`config.mk`:
```
export PLATFORM = sky130hd
export DESIGN_NAME = brb_controller
export DESIGN_NICKNAME = d
export VERILOG_FILES = /design/src/rtl/core/brb_pkg.sv /design/src/rtl/core/brb_controller.sv
export SDC_FILE = /design/constraint.sdc
export NUM_CORES = 1
export LEC_CHECK = 0
export BUFFER_PORTS_ARGS = -buffer_cell sky130_fd_sc_hd__buf_4
export CAP_MARGIN = 25
export CORE_AREA = 2 2 39 41
export DETAILED_ROUTE_END_ITERATION = 10
export DIE_AREA = 0 0 41 43
export HOLD_SLACK_MARGIN = 0.03
export MAX_ROUTING_LAYER = met4
export SYNTH_ARGS = -nofsm -noshare
export SYNTH_HDL_FRONTEND = slang
export SYNTH_SLANG_ARGS = --single-unit
```
`constraint.sdc`:
```
create_clock -name clk -period 1.66 [get_ports clk]
set_clock_uncertainty 0.05 [all_clocks]
set_input_delay 0 -clock clk [delete_from_list [all_inputs] [get_ports clk]]
set_output_delay 0 -clock clk [all_outputs]
set_load 0.02 [all_outputs]
```
`src/rtl/core/brb_pkg.sv`:
```
// Shared types and constants for the burst ring buffer with read advance.
// Holds the channel payload structs, status and register codes, and the
// command and status structs between the controller and the datapath.
package brb_pkg;

  localparam int DEPTH_DEFAULT      = 1024;
  localparam int ELEM_WIDTH_DEFAULT = 32;
  localparam int MAX_WRITE_DEFAULT  = 4;
  localparam int MAX_READ_DEFAULT   = 16;

  localparam int ADVANCE_W = 11;
  localparam int COUNT_W   = 5;
  localparam int DATA_W    = 32;
  localparam int CFG_W     = 5;

  localparam logic ACTION_WRITE = 1'b0;
  localparam logic ACTION_READ  = 1'b1;

  localparam logic [1:0] STATUS_OK         = 2'd0;
  localparam logic [1:0] STATUS_OVER_LIMIT = 2'd1;
  localparam logic [1:0] STATUS_NO_ROOM    = 2'd2;
  localparam logic [1:0] STATUS_NO_DATA    = 2'd3;

  localparam logic CFG_WRITE_LIMIT = 1'b0;
  localparam logic CFG_READ_LIMIT  = 1'b1;

  localparam logic [2:0] WRITE_LIMIT_RESET = 3'd4;
  localparam logic [4:0] READ_LIMIT_RESET  = 5'd16;

  typedef struct packed {
    logic                 action;
    logic [COUNT_W-1:0]   count;
    logic [DATA_W-1:0]    elem_0;
    logic [DATA_W-1:0]    elem_1;
    logic [DATA_W-1:0]    elem_2;
    logic [DATA_W-1:0]    elem_3;
    logic                 use_advance;
    logic [ADVANCE_W-1:0] advance;
  } req_t;

  typedef struct packed {
    logic [1:0]        status;
    logic              has_data;
    logic [DATA_W-1:0] data;
    logic              last;
  } rsp_t;

  typedef struct packed {
    logic latch;
    logic wr_step;
    logic rd_issue;
    logic rd_load;
    logic rsp_load;
  } ctl_cmd_t;

  typedef struct packed {
    logic accepted;
    logic is_read;
    logic count_zero;
    logic remaining_one;
    logic slot_free;
  } dp_stat_t;

endpackage

```
`src/rtl/core/brb_controller.sv`:
```
// Controller of the burst ring buffer: one-hot state machine that sequences
// each transaction through check, burst and response steps.
// Depends on brb_pkg.
module brb_controller (
  input  logic               clk,
  input  logic               rst,
  input  logic               req_valid,
  output logic               req_stall,
  input  brb_pkg::dp_stat_t  stat,
  output brb_pkg::ctl_cmd_t  cmd
);

  typedef enum logic [5:0] {
    ST_IDLE     = 6'b000001,
    ST_CHECK    = 6'b000010,
    ST_WRITE    = 6'b000100,
    ST_RD_ISSUE = 6'b001000,
    ST_RD_DATA  = 6'b010000,
    ST_RESPOND  = 6'b100000
  } state_t;

  state_t state;
  state_t state_next;

  always_comb begin
    state_next = state;
    cmd        = '0;
    unique case (state)
      ST_IDLE: begin
        if (req_valid) begin
          cmd.latch  = 1'b1;
          state_next = ST_CHECK;
        end
      end
      ST_CHECK: begin
        if (!stat.accepted || stat.count_zero) begin
          state_next = ST_RESPOND;
        end else if (stat.is_read) begin
          state_next = ST_RD_ISSUE;
        end else begin
          state_next = ST_WRITE;
        end
      end
      ST_WRITE: begin
        cmd.wr_step = 1'b1;
        if (stat.remaining_one) begin
          state_next = ST_RESPOND;
        end
      end
      ST_RD_ISSUE: begin
        cmd.rd_issue = 1'b1;
        state_next   = ST_RD_DATA;
      end
      ST_RD_DATA: begin
        if (stat.slot_free) begin
          cmd.rd_load = 1'b1;
          state_next  = stat.remaining_one ? ST_IDLE : ST_RD_ISSUE;
        end
      end
      ST_RESPOND: begin
        if (stat.slot_free) begin
          cmd.rsp_load = 1'b1;
          state_next   = ST_IDLE;
        end
      end
      default: state_next = ST_IDLE;
    endcase
  end

  always_ff @(posedge clk) begin
    if (rst) begin
      state <= ST_IDLE;
    end else begin
      state <= state_next;
    end
  end

  assign req_stall = (state != ST_IDLE);

endmodule

```
# Word-level counts from Yosys, hierarchy flattened
# Cells that the tools add are included.
[totals]
regBits = 6
out_inout_bits = 6
elab_cells = 30
[op_classes]
n_reduce_logical = 3
n_eq_ne = 11
mux = 15
[op_table]
columns = ["op", "count"]
rows = [
  ["$pmux W6 S6", 1],
  ["$mux W6", 5],
  ["$mux W4", 2],
  ["$ne A2 B2 Y1 const B", 4],
  ["$mux W1", 7],
  ["$eq A6 B1 Y1 const B", 1],
  ["$eq A6 B2 Y1 const B", 1],
  ["$eq A6 B3 Y1 const B", 1],
  ["$eq A6 B4 Y1 const B", 1],
  ["$eq A6 B5 Y1 const B", 1],
  ["$eq A6 B6 Y1 const B", 1],
  ["$ne A6 B1 Y1 const B", 1],
  ["$reduce_and A4 Y1", 1],
  ["$logic_not A1 Y1", 1],
  ["$logic_or A1 B1 Y1", 1],
]

# Longest topological paths before layout
# Gate-level depths: netlist (run 1).
[depth]
word_depth = 4
depth_mapped = 5
depth_no_buf = 4

# Least setup slack after synthesis (run 1)
# OpenSTA, ideal clock, no wires.
[synth_timing]
path_kind = "flip-flop to flip-flop"
start = "reg state[5]"
end = "reg state[4]"
path_stages_with_launch = 5
period_less_slack_ns = 1.964
arrival_time_ns = 1.854
setup_slack_ns = -0.304
setup_time_ns = 0.060
path_cell_list = "dfxtp_1 -> clkbuf_1 -> or4b_2 -> nor3_1 -> a22o_1"
[synth_between]
elab_chain_len = 3
elab_cells_between_ends = 12
cone_classes = "eq/ne: 10; mux: 1; reduce/logical: 1"
[synth_lines]
columns = ["item", "line", "source"]
rows = [
  ["start: declaration", "brb_controller.sv:22", "state_t state;"],
  ["start signal: assignment", "brb_controller.sv:74", "state <= state_next;"],
  ["$eq A6 B3 Y1 (tied with other cells)", "brb_controller.sv:28", "unique case (state)"],
  ["$ne A2 B2 Y1 (no source line)", "-", ""],
  ["$reduce_and A4 Y1 (no source line)", "-", ""],
]
# Several ways; a longest one is shown, not always the timed one.
# A chain may end at the register's enable or synchronous reset.

# Final worst setup path (run 1)
[layout_timing]
start = "reg state[3]"
end = "reg state[5]"
# Same word-level chain as after synthesis.

==> results of run 1 <==
-- cells in the mapped netlist --
| cell | instances |
|---|---|
| xor2_1 | 1 |
| nand3b_1 | 2 |
| o211ai_1 | 1 |
| a2bb2oi_1 | 1 |
| o22a_2 | 1 |
| a211oi_1 | 1 |
| o211ai_4 | 1 |
| or3_1 | 1 |
| or3b_1 | 1 |
| inv_1 | 3 |
| or4_4 | 1 |
| or4_1 | 1 |
| nor4b_1 | 1 |
| or2_2 | 1 |
| mux2i_1 | 1 |
| or4b_4 | 1 |
| nand2b_1 | 2 |
| dfxtp_1 | 6 |
| xnor2_1 | 1 |
| nor4_1 | 2 |
| nand2_1 | 3 |
| a21oi_1 | 1 |
| o21ai_0 | 2 |
| nor2_1 | 4 |
| a22o_1 | 1 |
| clkbuf_1 | 2 |
| or4b_2 | 1 |
| nor3_1 | 5 |
| o221ai_1 | 1 |
| nor2b_1 | 1 |
-- area by class of cell --
class | count | area share, %
Timing Repair Buffer | 30 | 31.3
Tap cell | 16 | 2.65
Inverter | 3 | 1.49
Sequential cell | 6 | 16.3
Clock buffer | 3 | 2.99
Multi-Input combinational cell | 40 | 45.3
-- cell families (layout without fill, tap and decap cells) --
| kind of cell | after synthesis | in the layout | synth area share [%] |
|---|---|---|---|
| AND/OR/NAND/NOR | 27 | 27 | 40.1 |
| AO/OA/AOI/OAI | 10 | 10 | 20.7 |
| flip-flops | 6 | 6 | 28.3 |
| buffers and inverters | 5 | 36 | 4.43 |
| XOR/XNOR | 2 | 2 | 4.13 |
| multiplexers | 1 | 1 | 2.36 |
-- metrics by stage --
step	setup slack (ns)	util [%]	power (mW)	instance area [sq um]	instances
after floorplan	-0.0769	-	0.296	450	51
after global placement	-0.0680	46.4	0.406	642	89
after detailed placement	-0.143	46.4	0.411	642	89
after CTS	-0.141	52.3	0.557	723	96
after global routing	-0.182	54.5	0.611	754	98
final	-0.133	54.5	0.583	754	98
-- layer usage --
| layer | part of all wire [%] | track usage [%] |
|---|---|---|
| met1 | 40 | 18.0 |
| met3 | 2.0 | 2.09 |
| met4 | 2.9 | 11.3 |
| met2 | 55 | 29.1 |
| met5 | 0 | - |
-- critical path: stages (launching register included) --
cell and delay, ns:
dfxtp_2 0.32, or4b_4 0.54, or4_4 0.46, o211ai_4 0.12, mux2i_1 0.23
-- report_power, final --
part	leakage (nW)	switching, mW	internal, mW
logic	0.255	0.133	0.143
registers	0.0492	0.0131	0.159
clock network	0.0138	0.0529	0.0818
total	0.318	0.199	0.384
-- path summary, 6_finish.rpt --
check        slack, ns  depth (start not counted)  startpoint        to
max              -0.13                          4    state[3]  state[5]
min               0.03                          3     stat[1]  state[2]
max reg2reg      -0.13                          4    state[3]  state[5]
min reg2reg       0.61                          2    state[5]  state[5]
-- placed cells by master, fill, tap and decap left out, drive strengths merged --
master and count:
buf 27, dfxtp 6, nor3 5, nor2 4, inv 3, nand2 3, clkbuf 3, dlygate4sd3 3
or4b 2, nand3b 2, o21ai 2, nand2b 2, nor4 2, or4 2, o211ai 2, xnor2 1
or3 1, or2 1, or3b 1, o22a 1, xor2 1, a211oi 1, o221ai 1, nor2b 1
a22o 1, a2bb2oi 1, a21oi 1, nor4b 1, mux2i 1
-- what timing repair did --
action                                  in CTS  in global routing
resized for setup                            4                  3
pin swaps                                    4                  1
hold buffers                                 3                  0
endpoints found under the hold margin        4                  0
buffers inserted                             1                  2
endpoints found under the setup margin       9                  9
==> metrics.csv, run 1 <==
metric,value,unit
status,"finished, violations left",
failing checks,negative setup slack,
number of detailed-route iterations in the first pass,2,
Final WS setup,-0.133,ns
largest area contributor in the netlist,dfxtp_1,
fin crit share,108,%
Final min period,1.79,ns
Initial Util,30.7,%
Register Area,123,sq um
leakage dissipation,0.318,nW
die height,43,microns
area occupied by multi-input gates,342,sq um
Regs by FF count,state x6,
Post-Syn Nets,59,
"Cell Area, Synth",424,sq um
I/O Buffers,13,
WHS,0.0320,ns
DR vias/cell,5.12,
"antenna viol nets, final",0,
Power Dens Cells,773,nW/um^2
Worst Setup Path Type,register to register,
number of antenna repair diodes,0,
total CTS buffers,3,
HP Class,input pin to register,
Slew HR,71.5,%
fillers,136,
"Reg clk slew, reported paths",0.04,ns
proportion of netlist area held by the largest area contributor,28.3,%
RSZ-0062 raised after global routing,yes,
distinct cell type count after synthesis,30,
FP Rows,14,
Area Growth Syn to Fin,77.9,%
CP arrival,1.91,ns
via count,502,
Post-DP HPWL,1000,microns
Clock Latency Late Sink,0.25,ns
htree depth,1,
vias in the first global route,464,
die area,1760,sq um
layout cell share with drive strength beyond 1,54.9,%
total negative slack,-0.552,ns
Top reg by flops,state,
clk sink count,6,
drt drc,0,
CTS tree,done,
number of flip-flops in the largest register,6,
total gr overflow,0,
crit-path max FO,5,
nature of the critical path startpoint,register,
Max Cap Viol,0,
GRT Util Overall,17.5,%
Longest Clk Path Bufs,2,
Die X,41,microns
Hold Fails Final Rpt,0,
first-pass GRT wire length,1960,microns
initial DRC count,6,
worst path required time,1.78,ns
Root Driver,clkbuf_4,
Ys Warns,0,
Worst Tran Pin Value,0.427,ns
maximum VDD drop,0.433,mV
Routed WL,1390,microns
dominant cells by area after synthesis,"dfxtp_1, nor3_1, o211ai_4",
register bit total from synthesis,6,
gp weighted congestion,0.758,
# IOs,14,
initial antenna violation count,0,
"Slew Viols, Final",0,
register area share after synthesis,28.3,%
core area,1380,sq um
CP Capture Type,register,
largest net degree at the start of global routing,10,
FMAX,558,MHz
Final #Nets,92,
drt wl/cell,14.2,microns
Post-Synthesis Cells,51,
Syn Area/Cell,8.32,sq um
# setup viols final,7,
No activity file was read; power rests on OpenSTA's default activity.
==> inputs of run 2 (changes only) <==
--- a/config.mk
+++ b/config.mk
@@ -12,6 +12,7 @@
 export DIE_AREA = 0 0 41 43
 export HOLD_SLACK_MARGIN = 0.03
 export MAX_ROUTING_LAYER = met4
+export PLACE_DENSITY_LB_ADDON = 0.1
 export SYNTH_ARGS = -nofsm -noshare
 export SYNTH_HDL_FRONTEND = slang
 export SYNTH_SLANG_ARGS = --single-unit
==> run 2 against run 1 <==
The flow still finishes with violations (negative setup slack); wire length shrank 12%; sequential power hardly changed; global-route usage decreased by 0.55 points; worst hold slack improved by 0.018 ns; cell area unchanged; non-clock buffer count rose by 1; die area unchanged; first-iteration DRC count did not move; register-to-register slack improved by 0.04 ns; sequential cell count unchanged; critical endpoint is now state[0].
==> metrics.csv, run 2 (synthesis gave the netlist of run 1 again) <==
metric,value,unit,change
status,"finished, violations left",,unchanged
failing checks,negative setup slack,,unchanged
"antenna viol nets, final",0,,unchanged
RSZ-0062 raised after global routing,yes,,unchanged
drt drc,0,,unchanged
"Reg clk slew, reported paths",0.04,ns,about the same
Sw Share,31.9,%,was 34.1%
FMAX,570,MHz,was 558 MHz
HP Class,input pin to register,,unchanged
Gate power share,47.9,%,was 47.4%
"commonest non-fill, non-tap cell in the layout",buf_4,,unchanged
"Slew Viols, Final",0,,unchanged
nature of the critical path startpoint,register,,unchanged
gp weighted congestion,0.725,,was 0.758
Pint,0.391,mW,was 0.384 mW
Initial Util,30.7,%,unchanged
R2R cell count,4,,unchanged
Post-DP HPWL,938,microns,was 1000 microns
fin crit share,106,%,was 108%
I/O Buffers,13,,unchanged
die height,43,microns,unchanged
crit-path max FO,5,,unchanged
worst path required time,1.71,ns,was 1.78 ns
Area Growth Syn to Fin,77.9,%,unchanged
"critical path, cell by cell",or4b_4 > or4_4 > o211ai_4 > o221ai_1,,was or4b_4 > or4_4 > o211ai_4 > mux2i_1
fin area,754,sq um,unchanged
CP Capture Type,register,,unchanged
DR vias/cell,5.06,,was 5.12
number of detailed-route iterations in the first pass,4,,was 2
core area,1380,sq um,unchanged
"commonest non-fill, non-tap cells in the layout","buf_4, nor2_1",,"was buf_4, nor2_1, dfxtp_1"
number of flip-flops in the largest register,6,,unchanged
drt wl/cell,12.3,microns,was 14.2 microns
fin util,54.5,%,unchanged
Power Dens Cells,761,nW/um^2,was 773 nW/um^2
NetSw,0.183,mW,was 0.199 mW
htree depth,1,,unchanged
Routed WL,1220,microns,was 1390 microns
dpl cells,90,,was 89
clk sink count,6,,unchanged
Regs by FF count,state x6,,unchanged
Final min period,1.75,ns,was 1.79 ns
largest net degree at the start of global routing,10,,unchanged
via count,501,,was 502
Clock Latency Late Sink,0.24,ns,was 0.25 ns
Top reg by flops,state,,unchanged
Final #Nets,93,,was 92
Slew HR,77.3,%,was 71.5%
leakage dissipation,0.322,nW,was 0.318 nW
Final Non-Filler Cells,99,,was 98
# IOs,14,,unchanged
power share of the clock group,22.2,%,was 23.1%
Worst Hold End,state[2],,unchanged
critical path's slowest cell,or4b_4,,unchanged
vias in the first global route,485,,was 464
initial DRC count,6,,unchanged
Seq pwr share,30.0,%,was 29.5%
Hold Fails Final Rpt,0,,unchanged
Worst Tran Pin Value,0.338,ns,was 0.427 ns
Hold Path Stages,3,,unchanged
total CTS buffers,3,,unchanged
Root Driver,clkbuf_4,,unchanged
layout cell share with drive strength beyond 1,53.0,%,was 54.9%
first-pass GRT wire length,1930,microns,was 1960 microns
FP Rows,14,,unchanged
initial antenna violation count,0,,unchanged
CP arrival,1.80,ns,was 1.91 ns
Longest Clk Path Bufs,2,,unchanged
Reg-to-Reg Start,state[3],,unchanged
# setup viols final,5,,was 7
total gr overflow,0,,unchanged
Die X,41,microns,unchanged
r2r setup slk,-0.09,ns,was -0.13 ns
GRT Util Overall,16.9,%,was 17.5%
Max Cap Viol,0,,unchanged
Final WS setup,-0.0933,ns,was -0.133 ns
maximum VDD drop,0.506,mV,was 0.433 mV
slowest cell delay on critical path,0.54,ns,about the same
Worst Setup Path Type,register to register,,unchanged
die area,1760,sq um,unchanged
Crit Reg-Reg Endpoint,state[0],,was state[5]
number of antenna repair diodes,0,,unchanged
CTS tree,done,,unchanged
Area after DPL,649,sq um,was 642 sq um
beginning of the worst hold path,stat[1],,unchanged
## run 2: worst max-delay path: cells and delay by family (launching register included)
| family | cells | cell delay [ns] |
|---|---|---|
| compound gates | 2 | 0.25 |
| simple gates | 2 | 0.99 |
| flops | 1 | 0.31 |
## run 2: through the flow
stage | total power [mW] | setup TNS (ns) | setup WS [ns] | hold slack (ns)
4_1_cts | 0.559 | -0.263 | -0.0954 | 0.0469
2_1_floorplan | 0.296 | -0.197 | -0.0769 | 0.0191
3_5_place_dp | 0.408 | -0.300 | -0.102 | 0.158
3_3_place_gp | 0.408 | -0.241 | -0.0832 | 0.160
6_report | 0.574 | -0.245 | -0.0933 | 0.0499
5_1_grt | 0.613 | -0.571 | -0.150 | 0.0586
## run 2: layout make-up
cell class	instances	area, sq um
flip-flops and latches	6	124
multi-input cells	40	325
repair buffers	31	251
well taps	16	20.0
clock buffers	3	22.5
fillers	140	629
inverters	3	11.3
## run 2: per-layer routing
metal,vias to the layer above,part of all wire (%),routed length [microns],GRT usage (%)
li1,258,-,-,-
met1,229,43,524,19.8
met2,14,52,632,26.6
met3,0,5.0,61,1.57
met4,0,0,0,10.0
met5,-,0,0,-
## run 2: how the worst max path moves through the flow
stage,startpoint,end,slack [ns],cells past startpoint
CTS,state[3],state[5],-0.1,4
finish,state[3],state[0],-0.09,4
floorplan,state[3],state[0],-0.08,4
detailed placement,state[3],state[5],-0.10,4
global placement,state[3],state[5],-0.08,4
global route,state[3],state[0],-0.15,4
## run 2: power by group through the flow
stage	Combinational [mW]	Sequential, mW	Clock [mW]
5_1_grt	0.298	0.175	0.141
4_1_cts	0.255	0.171	0.133
2_1_floorplan	0.114	0.182	0
3_3_place_gp	0.233	0.175	0
6_report	0.275	0.172	0.127
3_5_place_dp	0.234	0.174	0
## run 2: what timing repair did
item | 4_1_cts | 5_1_grt
setup endpoints to repair | 7 | 9
hold buffers | 3 | 0
pin swaps | 4 | 1
resized for setup | 2 | 5
setup buffers | 3 | 0
endpoints found under the hold margin | 4 | 0
